`src/lfps_pkg.sv`:
```
// Package with shared types and constants of the line-following PID steering block.
`default_nettype none
package lfps_pkg;
    localparam logic [2:0] CFG_IDX_THRESHOLD = 3'd0;
    localparam logic [2:0] CFG_IDX_PGAIN = 3'd1;
    localparam logic [2:0] CFG_IDX_IGAIN = 3'd2;
    localparam logic [2:0] CFG_IDX_DGAIN = 3'd3;
    localparam logic [2:0] CFG_IDX_BASE = 3'd4;
    localparam logic [2:0] CFG_IDX_UNUSED = 3'd7;

    localparam logic [3:0] DIR_STOP = 4'h0;
    localparam logic [3:0] DIR_FWD = 4'h6;
    localparam logic [3:0] DIR_BACK = 4'h9;
    localparam logic [3:0] DIR_RIGHT = 4'hA;
    localparam logic [3:0] DIR_LEFT = 4'h5;

    localparam logic [1:0] TURN_NONE = 2'd0;
    localparam logic [1:0] TURN_FWD = 2'd1;
    localparam logic [1:0] TURN_RIGHT = 2'd2;
    localparam logic [1:0] TURN_LEFT = 2'd3;

    localparam logic [1:0] PAUSE_NONE = 2'd0;
    localparam logic [1:0] PAUSE_SHORT = 2'd1;
    localparam logic [1:0] PAUSE_MID = 2'd2;
    localparam logic [1:0] PAUSE_LONG = 2'd3;

    localparam logic [7:0] DRIVE_MAX = 8'd250;
    localparam logic [7:0] DRIVE_ALL = 8'd200;
    localparam logic [7:0] DRIVE_BACK = 8'd100;
    localparam logic [7:0] DRIVE_RESET = 8'd255;

    // Commands from the controller to the datapath.
    typedef struct packed {
        logic load;      // capture samples, start the divider
        logic div_step;  // one restoring division step
        logic err_fix;   // form error and integral
        logic mul_p;     // proportional product
        logic mul_i;     // integral product
        logic mul_d;     // derivative product
        logic finish;    // scale, rules, result register
    } t_cmd;

    typedef struct packed {
        logic div_last;
    } t_sts;
endpackage
`default_nettype wire

```
`src/line_follow_pid_steering.sv`:
```
// Top level of the line-following PID steering controller.
//
//  channel  | dir | handshake             | payload
//  s_axis   | in  | s_axis_tvalid/tready  | tdata[23:0] = left, center, right sample
//  m_axis   | out | m_axis_tvalid/tready  | tdata[37:0] = left, right, dir, pause, pid
//  cfg      | in  | i_cfg_we              | i_cfg_idx selects register, i_cfg_data value
//
// From acceptance, a beat is loaded, divided by the restoring divider, which
// produces one quotient bit a cycle, turned into error and integral, weighted
// by the gains and scaled into the result. The three gain products share one
// multiplier, taken in turn. The input is ready again once the result is
// registered, so a new beat is taken only after the last one is through.
// The result sits in an output register; a new beat is taken while that
// result still waits, but the item after it waits in its final cycle until
// the register is free. Reset is synchronous and restores the configuration
// registers, controller state, valid flag and datapath history registers.
`default_nettype none
module line_follow_pid_steering #(
    parameter int ERROR_FRAC_BITS = 12
) (
    input  wire         i_clk,
    input  wire         i_rst_n,
    input  wire         s_axis_tvalid,
    output logic        s_axis_tready,
    input  wire  [23:0] s_axis_tdata,   // left[7:0], center[15:8], right[23:16]
    output logic        m_axis_tvalid,
    input  wire         m_axis_tready,
    output logic [39:0] m_axis_tdata,   // left[7:0], right[15:8], dir[19:16],
                                        // pause[21:20], pid[37:22], zero fill
    input  wire         i_cfg_we,
    input  wire  [2:0]  i_cfg_idx,
    input  wire  [15:0] i_cfg_data
);
    import lfps_pkg::*;

    t_cmd cmd;
    t_sts sts;
    logic [7:0] r_thr, r_base;
    logic [15:0] r_kp, r_ki, r_kd;
    logic r_ovalid;
    logic [7:0] left_d, right_d;
    logic [3:0] dir_d;
    logic [1:0] pause_d;
    logic signed [15:0] pid_d;

    // Configuration registers.
    always_ff @(posedge i_clk) begin
        if (!i_rst_n) begin
            r_thr <= 8'd30;
            r_kp <= 16'd30720;
            r_ki <= 16'd77;
            r_kd <= 16'd12800;
            r_base <= 8'd50;
        end else if (i_cfg_we) begin
            case (i_cfg_idx)
                CFG_IDX_THRESHOLD: r_thr <= i_cfg_data[7:0];
                CFG_IDX_PGAIN: r_kp <= i_cfg_data;
                CFG_IDX_IGAIN: r_ki <= i_cfg_data;
                CFG_IDX_DGAIN: r_kd <= i_cfg_data;
                CFG_IDX_BASE: r_base <= i_cfg_data[7:0];
                default: ;
            endcase
        end
    end

    lfps_ctrl u_ctrl (
        .i_clk(i_clk), .i_rst_n(i_rst_n),
        .i_in_fire(s_axis_tvalid && s_axis_tready),
        .i_out_busy(r_ovalid && !m_axis_tready),
        .i_sts(sts), .o_cmd(cmd), .o_in_ready(s_axis_tready)
    );

    lfps_dp #(.FRAC(ERROR_FRAC_BITS)) u_dp (
        .i_clk(i_clk), .i_rst_n(i_rst_n), .i_cmd(cmd), .o_sts(sts),
        .i_l(s_axis_tdata[7:0]), .i_c(s_axis_tdata[15:8]), .i_r(s_axis_tdata[23:16]),
        .i_thr(r_thr), .i_kp(r_kp), .i_ki(r_ki), .i_kd(r_kd), .i_base(r_base),
        .o_left(left_d), .o_right(right_d), .o_dir(dir_d), .o_pause(pause_d),
        .o_pid(pid_d)
    );

    always_ff @(posedge i_clk) begin
        if (!i_rst_n) r_ovalid <= 1'b0;
        else if (cmd.finish) r_ovalid <= 1'b1;
        else if (m_axis_tready) r_ovalid <= 1'b0;
    end

    assign m_axis_tvalid = r_ovalid;
    assign m_axis_tdata = {2'b0, pid_d, pause_d, dir_d, right_d, left_d};
endmodule
`default_nettype wire

```
`src/lfps_ctrl.sv`:
```
// Controller state machine sequencing the datapath through one item.
`default_nettype none
module lfps_ctrl (
    input  wire                 i_clk,
    input  wire                 i_rst_n,
    input  wire                 i_in_fire,
    input  wire                 i_out_busy,
    input  wire lfps_pkg::t_sts i_sts,
    output lfps_pkg::t_cmd      o_cmd,
    output logic                o_in_ready
);
    import lfps_pkg::*;

    typedef enum logic [6:0] {
        S_IDLE = 7'b0000001,
        S_DIV  = 7'b0000010,
        S_ERR  = 7'b0000100,
        S_MP   = 7'b0001000,
        S_MI   = 7'b0010000,
        S_MD   = 7'b0100000,
        S_FIN  = 7'b1000000
    } t_state;

    t_state r_state, n_state;

    always_comb begin
        n_state = r_state;
        o_cmd = '0;
        o_in_ready = 1'b0;
        case (r_state)
            S_IDLE: begin
                o_in_ready = 1'b1;
                if (i_in_fire) begin
                    o_cmd.load = 1'b1;
                    n_state = S_DIV;
                end
            end
            S_DIV: begin
                o_cmd.div_step = 1'b1;
                if (i_sts.div_last) n_state = S_ERR;
            end
            S_ERR: begin
                o_cmd.err_fix = 1'b1;
                n_state = S_MP;
            end
            S_MP: begin
                o_cmd.mul_p = 1'b1;
                n_state = S_MI;
            end
            S_MI: begin
                o_cmd.mul_i = 1'b1;
                n_state = S_MD;
            end
            S_MD: begin
                o_cmd.mul_d = 1'b1;
                n_state = S_FIN;
            end
            S_FIN: begin
                if (!i_out_busy) begin
                    o_cmd.finish = 1'b1;
                    n_state = S_IDLE;
                end
            end
            default: n_state = S_IDLE;
        endcase
    end

    always_ff @(posedge i_clk) begin
        if (!i_rst_n) r_state <= S_IDLE;
        else r_state <= n_state;
    end
endmodule
`default_nettype wire

```
`src/lfps_dp.sv`:
```
// Datapath: divider, error and integral, gain products, steering rules.
`default_nettype none
module lfps_dp #(
    parameter int FRAC = 12
) (
    input  wire                 i_clk,
    input  wire                 i_rst_n,
    input  lfps_pkg::t_cmd      i_cmd,
    output lfps_pkg::t_sts      o_sts,
    input  wire  [7:0]          i_l,
    input  wire  [7:0]          i_c,
    input  wire  [7:0]          i_r,
    input  wire  [7:0]          i_thr,
    input  wire  [15:0]         i_kp,
    input  wire  [15:0]         i_ki,
    input  wire  [15:0]         i_kd,
    input  wire  [7:0]          i_base,
    output logic [7:0]          o_left,
    output logic [7:0]          o_right,
    output logic [3:0]          o_dir,
    output logic [1:0]          o_pause,
    output logic signed [15:0]  o_pid
);
    import lfps_pkg::*;

    // Weighted sum is at most 6*255, so the shifted dividend has 11+FRAC bits.
    localparam int NB = 11 + FRAC;
    localparam int CW = $clog2(NB + 1);
    localparam int KINT = ((19 * (1 << FRAC)) + 5) / 10;
    localparam int AW = 56;
    localparam int SH = FRAC + 8;

    logic [7:0] r_l, r_c, r_r;
    logic [9:0] r_den;
    logic [NB-1:0] r_quo;
    logic [10:0] r_rem;
    logic [CW-1:0] r_cnt;
    logic signed [15:0] r_prev, r_err;
    logic signed [31:0] r_integ;
    logic signed [AW-1:0] r_acc;
    logic [1:0] r_turn;
    logic [7:0] r_hl, r_hr;
    logic [3:0] r_hd;

    logic [11:0] trial_rem;
    logic [11:0] trial_sub;
    logic [NB-1:0] dividend;
    logic [10:0] wsum;
    logic signed [NB+1:0] q_ext;
    logic signed [16:0] err_c;
    logic signed [32:0] integ_sum;
    logic signed [31:0] integ_c;
    logic signed [16:0] diff;
    logic signed [32:0] mul_a;
    logic signed [16:0] mul_b;
    logic signed [49:0] prod;
    logic signed [AW-1:0] mag, shq;
    logic signed [AW-1:0] corr_w;
    logic signed [15:0] corr;
    logic signed [17:0] plus_v, minus_v;
    logic [7:0] d_plus, d_minus;
    logic l_hi, c_hi, r_hi, l_lo, c_lo, r_lo;
    logic [7:0] n_hl, n_hr;
    logic [3:0] n_hd;
    logic [1:0] n_turn, n_pause;

    assign wsum = {3'b0, r_l} + {2'b0, r_c, 1'b0} + {2'b0, r_r, 1'b0} + {3'b0, r_r};
    assign dividend = {wsum, {FRAC{1'b0}}};
    // Restoring division: bring down the next dividend bit (MSB first).
    assign trial_rem = {r_rem, dividend[NB-1-r_cnt]};
    assign trial_sub = trial_rem - {2'b0, r_den};
    assign o_sts.div_last = (r_cnt == CW'(NB - 1));

    assign q_ext = $signed({2'b0, r_quo}) - (NB+2)'(KINT);
    assign err_c = (r_den == 10'd0) ? {r_prev[15], r_prev} :
                   (q_ext > (NB+2)'(32767)) ? 17'sd32767 :
                   (q_ext < -(NB+2)'(32768)) ? -17'sd32768 : 17'(q_ext);
    assign integ_sum = {r_integ[31], r_integ} + 33'(err_c);
    assign integ_c = (integ_sum > 33'sh0_7FFF_FFFF) ? 32'sh7FFF_FFFF :
                     (integ_sum < -33'sh0_8000_0000) ? -32'sh8000_0000 : integ_sum[31:0];
    assign diff = {r_err[15], r_err} - {r_prev[15], r_prev};

    always_comb begin
        mul_a = '0;
        mul_b = '0;
        if (i_cmd.mul_p) begin
            mul_a = 33'(r_err);
            mul_b = {1'b0, i_kp};
        end else if (i_cmd.mul_i) begin
            mul_a = 33'(r_integ);
            mul_b = {1'b0, i_ki};
        end else begin
            mul_a = 33'(diff);
            mul_b = {1'b0, i_kd};
        end
    end
    assign prod = mul_a * mul_b;

    // Truncate toward zero, then saturate.
    assign mag = r_acc[AW-1] ? -r_acc : r_acc;
    assign shq = mag >>> SH;
    assign corr_w = r_acc[AW-1] ? -shq : shq;
    assign corr = (corr_w > AW'(32767)) ? 16'sh7FFF :
                  (corr_w < -AW'(32768)) ? -16'sh8000 : corr_w[15:0];
    assign plus_v = $signed({10'b0, i_base}) + 18'(corr);
    assign minus_v = $signed({10'b0, i_base}) - 18'(corr);
    assign d_plus = plus_v < 0 ? 8'd0 : (plus_v > 18'sd250 ? DRIVE_MAX : plus_v[7:0]);
    assign d_minus = minus_v < 0 ? 8'd0 : (minus_v > 18'sd250 ? DRIVE_MAX : minus_v[7:0]);

    assign l_hi = r_l > i_thr;
    assign c_hi = r_c > i_thr;
    assign r_hi = r_r > i_thr;
    assign l_lo = r_l < i_thr;
    assign c_lo = r_c < i_thr;
    assign r_lo = r_r < i_thr;

    always_comb begin
        n_hl = r_hl;
        n_hr = r_hr;
        n_hd = r_hd;
        n_turn = r_turn;
        n_pause = PAUSE_NONE;
        if (c_hi) begin
            n_hl = DRIVE_MAX; n_hr = DRIVE_MAX; n_hd = DIR_FWD; n_turn = TURN_FWD;
        end
        if (c_lo && l_lo && r_hi) begin
            n_hl = d_plus; n_hr = d_plus; n_hd = DIR_RIGHT; n_turn = TURN_RIGHT;
            n_pause = PAUSE_SHORT;
        end
        if (c_lo && l_hi && r_lo) begin
            n_hl = d_minus; n_hr = d_minus; n_hd = DIR_LEFT; n_turn = TURN_LEFT;
            n_pause = PAUSE_SHORT;
        end
        if (c_hi && l_hi && r_hi) begin
            n_hl = DRIVE_ALL; n_hr = DRIVE_ALL; n_hd = DIR_FWD; n_pause = PAUSE_LONG;
        end
        if (c_lo && l_lo && r_lo) begin
            if (r_turn == TURN_RIGHT) begin
                n_hl = d_plus; n_hd = DIR_RIGHT;
            end else if (r_turn == TURN_LEFT) begin
                n_hl = d_minus; n_hd = DIR_LEFT;
            end else begin
                n_hl = DRIVE_BACK; n_hd = DIR_BACK;
            end
            n_hr = n_hl;
            n_pause = PAUSE_MID;
        end
    end

    always_ff @(posedge i_clk) begin
        if (!i_rst_n) begin
            r_prev <= '0;
            r_integ <= '0;
            r_turn <= TURN_NONE;
            r_hl <= DRIVE_RESET;
            r_hr <= DRIVE_RESET;
            r_hd <= DIR_STOP;
            r_cnt <= '0;
        end else begin
            if (i_cmd.load) begin
                r_l <= i_l;
                r_c <= i_c;
                r_r <= i_r;
                r_den <= {2'b0, i_l} + {2'b0, i_c} + {2'b0, i_r};
                r_rem <= '0;
                r_cnt <= '0;
            end
            if (i_cmd.div_step) begin
                if (!trial_sub[11]) begin
                    r_rem <= trial_sub[10:0];
                    r_quo <= {r_quo[NB-2:0], 1'b1};
                end else begin
                    r_rem <= trial_rem[10:0];
                    r_quo <= {r_quo[NB-2:0], 1'b0};
                end
                r_cnt <= r_cnt + 1'b1;
            end
            if (i_cmd.err_fix) begin
                r_err <= err_c[15:0];
                r_integ <= integ_c;
            end
            if (i_cmd.mul_p) r_acc <= AW'(prod);
            if (i_cmd.mul_i || i_cmd.mul_d) r_acc <= r_acc + AW'(prod);
            if (i_cmd.finish) begin
                r_prev <= r_err;
                r_hl <= n_hl;
                r_hr <= n_hr;
                r_hd <= n_hd;
                r_turn <= n_turn;
                o_left <= n_hl;
                o_right <= n_hr;
                o_dir <= n_hd;
                o_pause <= n_pause;
                o_pid <= corr;
            end
        end
    end
endmodule
`default_nettype wire

```
`config.mk`:
```
export PLATFORM = sky130hd
export DESIGN_NAME = line_follow_pid_steering
export DESIGN_NICKNAME = d
export VERILOG_FILES = /design/src/lfps_pkg.sv /design/src/line_follow_pid_steering.sv /design/src/lfps_ctrl.sv /design/src/lfps_dp.sv
export SDC_FILE = /design/constraint.sdc
export NUM_CORES = 2
export LEC_CHECK = 0
export BUFFER_PORTS_ARGS = -buffer_cell sky130_fd_sc_hd__buf_2
export CAP_MARGIN = 15
export CORE_AREA = 2 2 352 354
export DETAILED_ROUTE_END_ITERATION = 10
export DIE_AREA = 0 0 354 356
export GPL_TIMING_DRIVEN = 0
export PLACE_DENSITY = 0.5
export SLEW_MARGIN = 20
export SYNTH_ARGS = -nofsm -noshare
export SYNTH_HDL_FRONTEND = slang
export SYNTH_SLANG_ARGS = --single-unit
export TNS_END_PERCENT = 100
```
`constraint.sdc`:
```
create_clock -name i_clk -period 15.3 [get_ports i_clk]
set_input_delay 0.765 -clock i_clk [delete_from_list [all_inputs] [get_ports i_clk]]
set_output_delay 0.765 -clock i_clk [all_outputs]
set_load 0.01 [all_outputs]
```
# After elaboration in Yosys (flattened, before gate mapping)
# Cells that the tools add are included.
op_classes:
  order_cmp: 17
  n_mul: 1
  n_eq_ne: 17
  add_sub_neg: 16
  reduce_logical: 31
  muxes: 68
op_table:
  columns: ["cell", "n"]
  rows:
  - ["56-bit two-way mux", 4]
  - ["8-bit two-way mux", 16]
  - ["33-bit two-way mux", 2]
  - ["16-bit two-way mux", 4]
  - ["32-bit two-way mux", 2]
  - ["56-bit by 50-bit adder with 56-bit output", 1]
  - ["56-bit by 16-bit greater-than comparator with 1-bit output, second input constant", 1]
  - ["56-bit by 16-bit less-than comparator with 1-bit output, second input constant", 1]
  - ["36-bit negation with 56-bit output", 1]
  - ["56-bit negation", 1]
  - ["17-bit two-way mux", 3]
  - ["33-bit by 17-bit multiplier with 50-bit output", 1]
  - ["7-bit one-hot mux with 7 select lines", 1]
  - ["17-bit by 9-bit greater-than comparator with 1-bit output, second input constant", 2]
  - ["17-bit by 1-bit less-than comparator with 1-bit output, second input constant", 2]
  - ["32-bit by 17-bit adder with 33-bit output", 1]
  - ["33-bit by 32-bit greater-than comparator with 1-bit output, second input constant", 1]
  - ["33-bit by 32-bit less-than comparator with 1-bit output, second input constant", 1]
  - ["11-bit two-way mux", 3]
  - ["32-bit by 6-bit less-than comparator with 1-bit output, second input constant", 1]
  - ["4-bit two-way mux", 7]
  - ["25-bit by 16-bit greater-than comparator with 1-bit output, second input constant", 1]
  - ["25-bit by 16-bit less-than comparator with 1-bit output, second input constant", 1]
  - ["8-bit greater-than comparator", 3]
  - ["42 further kinds", 89]
word_totals:
  regBits: 325
  elab_cells: 178
  in_bits: 48
  out_inout_bits: 42

# Depth between registers and ports, before layout
depth:
  word_depth: 15
  ltp_mapped: 58
  ltp_nobuf: 57

# Hierarchy
# From an unflattened synthesis, not the netlist that was laid out.
hier_totals:
  hier_cells: 4842
  area_unflattened_um2: 42469.5
modules_own_cells:
  columns: ["module", "cells_each", "seq_area_each_um2", "area_per_inst_um2", "n_inst"]
  rows:
  - ["lfps_dp", 4545, 6846.6, 39524.2, 1]
  - ["line_follow_pid_steering", 251, 1301.2, 2562.5, 1]
  - ["lfps_ctrl", 46, 140.1, 382.9, 1]

# Worst setup path before layout
# No wires, ideal clock.
synth_path:
  path_kind: "reg2reg"
  startpoint: "reg u_dp.r_err[2]"
  endpoint: "reg u_dp.r_acc[55], data pin"
  arrival_time_ns: 11.422
  path_buffers: 1
  period_less_slack_ns: 11.701
  required_time_ns: 15.021
  setup_slack_ns: 3.599
  setup_time_ns: 0.279
  stages_incl_launch_ff: 55
  cell_sequence: "edfxtp_1 > ha_1 > nor2b_1 > o21ai_0 > a21boi_0 > o21ai_0 > a21boi_0 > o21ai_0 > a21boi_0 > o21ai_0 > a21boi_0 > o21ai_0 > a21boi_0 > o21ai_0 > nand2b_1 > a2111oi_0 > o21ai_1 > clkbuf_1 > [19 not listed] > nor4b_1 > a211o_1 > a21oi_1 > o21ai_0 > xor2_1 > ha_1 > a21o_1 > a21o_1 > a21o_1 > a21oi_1 > nor2b_1 > o21ai_0 > nand2b_1 > a21oi_1 > o21ai_0 > xnor2_1 > nand2_1 > xnor2_1"
synth_between:
  elab_chain_len: 6
  word_cells_on_any_way: 7
  cone_classes: "2 x add/sub; 1 x mul; 4 x mux"
synth_rtl:
  columns: ["item", "line", "rtl"]
  rows:
  - ["from (decl)", "lfps_dp.sv:38", "logic signed [15:0] r_prev, r_err;"]
  - ["from (signal assigned)", "lfps_dp.sv:179", "r_err <= err_c[15:0];"]
  - ["16-bit by 16-bit subtractor with 17-bit output", "lfps_dp.sv:81", "assign diff = {r_err[15], r_err} - {r_prev[15], r_prev};"]
  - ["33-bit two-way mux", "lfps_dp.sv:89", "end else if (i_cmd.mul_i) begin"]
  - ["33-bit two-way mux *", "lfps_dp.sv:86", "if (i_cmd.mul_p) begin"]
  - ["33-bit by 17-bit multiplier with 50-bit output *", "lfps_dp.sv:97", "assign prod = mul_a * mul_b;"]
  - ["56-bit by 50-bit adder with 56-bit output / 56-bit two-way mux (equally long branches)", "lfps_dp.sv:183, lfps_dp.sv:182", null]
  - ["56-bit two-way mux *", "lfps_dp.sv:183", "if (i_cmd.mul_i || i_cmd.mul_d) r_acc <= r_acc + AW'(prod);"]
  - ["to (signal assigned)", "lfps_dp.sv:182", "if (i_cmd.mul_p) r_acc <= AW'(prod);"]
  - ["to (signal assigned)", "lfps_dp.sv:183", null]
  - ["to (decl)", "lfps_dp.sv:40", "logic signed [AW-1:0] r_acc;"]
# Mark *: on every way between the ends. The rest lies on a longest branch, timed or not. The select of a mux whose other input is x is not followed.
# A chain may end at the register's enable or synchronous reset.

# Worst setup path in the final report
layout_path:
  startpoint: "reg u_dp.r_err[0]"
  endpoint: "reg u_dp.r_acc[55], data pin"
# The elaborated chain is that of the path after synthesis.

==> flow_summary.yaml <==
die:
  core_area_um2: 123000
  die_x_um: 354
  io_pins: 90
  die_area_um2: 126000
  start_util_pct: 34.7
  die_y_um: 356
  placementRows: 129
critical_path:
  worst-path-stages: 58
  rrSetupSlack_ns: 1.19
  path_common_cell: "o21ai_0"
  reg2regPathDepth: 58
  r2r-start: "u_dp.r_err[0]"
  arrival_ns: 14.41
  worstSetupStartpointType: "flop"
  path_delay_family: "compound AO/OA/AOI/OAI gates"
  cp.required_ns: 15.61
  slowest_stage: "a21oi_1"
  cp_slowest_stage_delay_ns: 0.71
  path_class: "reg -> reg"
  cp-end-kind: "flop"
  worst_r2r_endpoint: "u_dp.r_acc[55]"
  crit_buf_inv: 5
  crit_fanout: 10
synthesis:
  postSynthCellCount: 5062
  synth_common_cells: "745 x inv_1, 658 x nand2_1, 510 x fa_1"
  synth.avg_cell_area_um2: 8.41
  synth_ff_type: "edfxtp_1"
  synth_seq_area_share_pct: 19.5
  synth_seq_cells: 325
  ys_warn_count: 0
  synth_top_area_share_pct: 24.0
  synth_edf_count: 178
  async_reset_ff_share_pct: 0
  synthTopCellsByArea: "fa_1 24%, edfxtp_1 13%, ha_1 9.2%, dfxtp_1 6.9%, inv_1 6.6%"
  syn_area_um2: 42500
  synth.most_common_cell: "inv_1"
  synth_cell_types: 95
  yosysTopAreaCell: "fa_1"
sta:
  hold_viol: 0
  finalMaxSlewViolations: 0
  setup_viol: 0
  fmax_mhz: 70.9
  setup_tns_ns: 0
  worstMarginPinSlew_ns: 1.18
  rsz0062_at_grt: "false"
  period_needed_ns: 14.11
  max_slew_margin_pct: 21.4
  clock_skew_ns: 0.0453
  finalCritPeriodShare_pct: 92.2
min_path:
  hold_start: "s_axis_tdata[0]"
  worstHoldEndpoint: "u_dp.r_l[0]"
  hold_path_depth: 1
  hold_class: "in -> reg"
clock_network:
  root_buffer: "clkbuf_16"
  post_cts_buffers: 0
  max-clock-path-buffers: 3
  cts_num_sinks: 325
  cts_made_buffers: 40
  hold_buffers: 0
  htreeDepth: 2
  clock_latency_ns: 0.60
  clk_pin_slew_worst_paths_ns: 0.07
  tritoncts: "built"
layout:
  num-fill-cells: 12800
  drive_gt1_share_pct: 4.67
  syn_to_final_growth_pct: 9.60
  fin_nets: 6070
run_status:
  status: "finished, final reports clean"
route:
  wirelength_um: 137000
  drc: 0
  drt_iter0_drc: 2523
  wl_per_cell_um: 20.0
  drtPass1Iterations: 7
  avgViaCountPerCell: 5.19
  vias: 35700
  ant_nets: 0
grt:
  grt_max_degree: 29
  grt_overflow_total: 0
  groute.usage.overall_pct: 21.7
  grt_pass1_wl_um: 212000
  grt_pass1_vias: 35700
  antenna_found_initial: 4
placement:
  hpwl_um: 113000
  portBuffers: 86
  place.gp.congestion: 0.936
power_and_ir_drop:
  p_sw_share_pct: 42.6
  powerDensity_nw_per_um2: 100
  power_switching_uw: 2000
  ir_worst_vdd_uv: 84.3
  clkPwrFrac_pct: 21.6
  combinationalPowerShare_pct: 56.7
  p_seq_share_pct: 21.7
  power.leakage_uw: 0.0205
  p_int_uw: 2690
  p_total_uw: 4680
run:
  max_cap_viol_count: 0
==> area by class of cell <==
cell class              instances  area [um^2]  area share (%)
multi-input cells            3786        30700            65.9
clock inverters                19          277           0.593
well taps                    1637         2050            4.39
inverters                     746         2800            6.00
plain buffers                 206          813            1.74
repair buffers                 95          591            1.27
clock buffers                  53         1080            2.32
diodes                          3         7.51          0.0161
flip-flops and latches        325         8290            17.8
==> metrics by stage <==
stage                     area, um^2  setup slack (ns)  hold WS [ns]  util [%]  std cells
final                          46600              1.19         0.362      38.0       6870
after floorplan                42600              3.60         0.417         -       5063
after global routing           46600            0.0229         0.332      38.0       6869
after global placement         45000             0.974         0.422      36.7       6786
after CTS                      46600             0.961         0.321      38.0       6867
after detailed placement       45200              1.08         0.430      36.9       6795
==> power groups by stage <==
stage	sequential (uW)	combinational, uW	clock (uW)
6_report	1020	2660	1010
5_1_grt	1020	3030	1070
3_3_place_gp	1030	2630	0
2_1_floorplan	1030	2040	0
3_5_place_dp	1030	2640	0
4_1_cts	1020	2660	1040
==> how the worst max path moves through the flow <==
stage | start | to | slack [ns]
2_1_floorplan | u_dp.r_err[2] | u_dp.r_acc[55] | 3.60
3_3_place_gp | u_ctrl.r_state[6] | u_dp.r_acc[55] | 0.97
3_5_place_dp | u_dp.r_err[2] | u_dp.r_acc[55] | 1.08
4_1_cts | u_dp.r_err[2] | u_dp.r_acc[55] | 0.96
5_1_grt | u_dp.r_err[2] | u_dp.r_acc[55] | 0.02
6_report | u_dp.r_err[0] | u_dp.r_acc[55] | 1.19
==> kinds of logic after synthesis <==
group           count (synthesis)  share of synthesized area [%]
xor+xnor                      242                           4.98
other cells                     1                        0.00881
compound gates               1018                           15.1
flops                         325                           19.5
simple gates                 1665                           17.8
mux                            37                          0.950
buf+inv                       952                           8.49
fa+ha+maj                     822                           33.2
==> layer usage <==
metal	up-vias	GRT usage [%]	part of all wire, %
met5	-	0	0
met4	0	5.39	2.7
met3	170	2.31	4.9
met2	914	35.4	45
met1	17500	30.6	47
li1	17100	-	-
==> worst reg2reg max path: cells and delay by family, from the launching register on <==
kind,cells,cell delay (ns)
compound gates,27,5.43
flops,1,0.38
simple gates,13,2.09
fa+ha+maj,10,4.42
buf+inv,5,0.71
xor+xnor,3,0.80
==> registers in the layout, indices dropped and copies added, names as in the netlist, 5 cells and up <==
register        count
u_dp.r_l            8
u_dp.r_prev        16
u_dp.r_r            8
r_ki               16
u_dp.o_right        8
u_dp.r_c            8
u_dp.o_left         8
u_dp.r_rem         11
u_dp.r_acc         56
u_dp.r_quo         23
u_dp.r_hr           8
r_kd               16
u_dp.r_hl           8
r_thr               8
u_dp.o_pid         16
r_base              8
u_dp.r_den         10
u_dp.r_integ       32
u_dp.r_err         16
r_kp               16
u_ctrl.r_state      7
u_dp.r_cnt          5
==> cell usage in the layout, fill, tap and decap left out, drive strengths merged, types with 18 or more instances in the layout <==
cell and n:
a211oi 22, a21o 95, a21oi 349, a31oi 47
and2 22, and3 34, buf 117, clkbuf 237
dfxtp 147, edfxtp 178, fa 510, ha 312
inv 747, mux2i 28, nand2 661, nand2b 55
nand3 110, nand4 35, nor2 447, nor2b 65
nor3 91, nor4 30, o211ai 21, o21a 60
o21ai 213, o21bai 38, o31ai 30, or2 27
or3 23, or4 18, xnor2 162, xor2 80
==> what timing repair did <==
action                                  in CTS  in global routing
endpoints found under the setup margin       0                  1
gates resized for setup                      0                  8
endpoints found under the hold margin        0                  0
(Power assumes the default switching activity.)
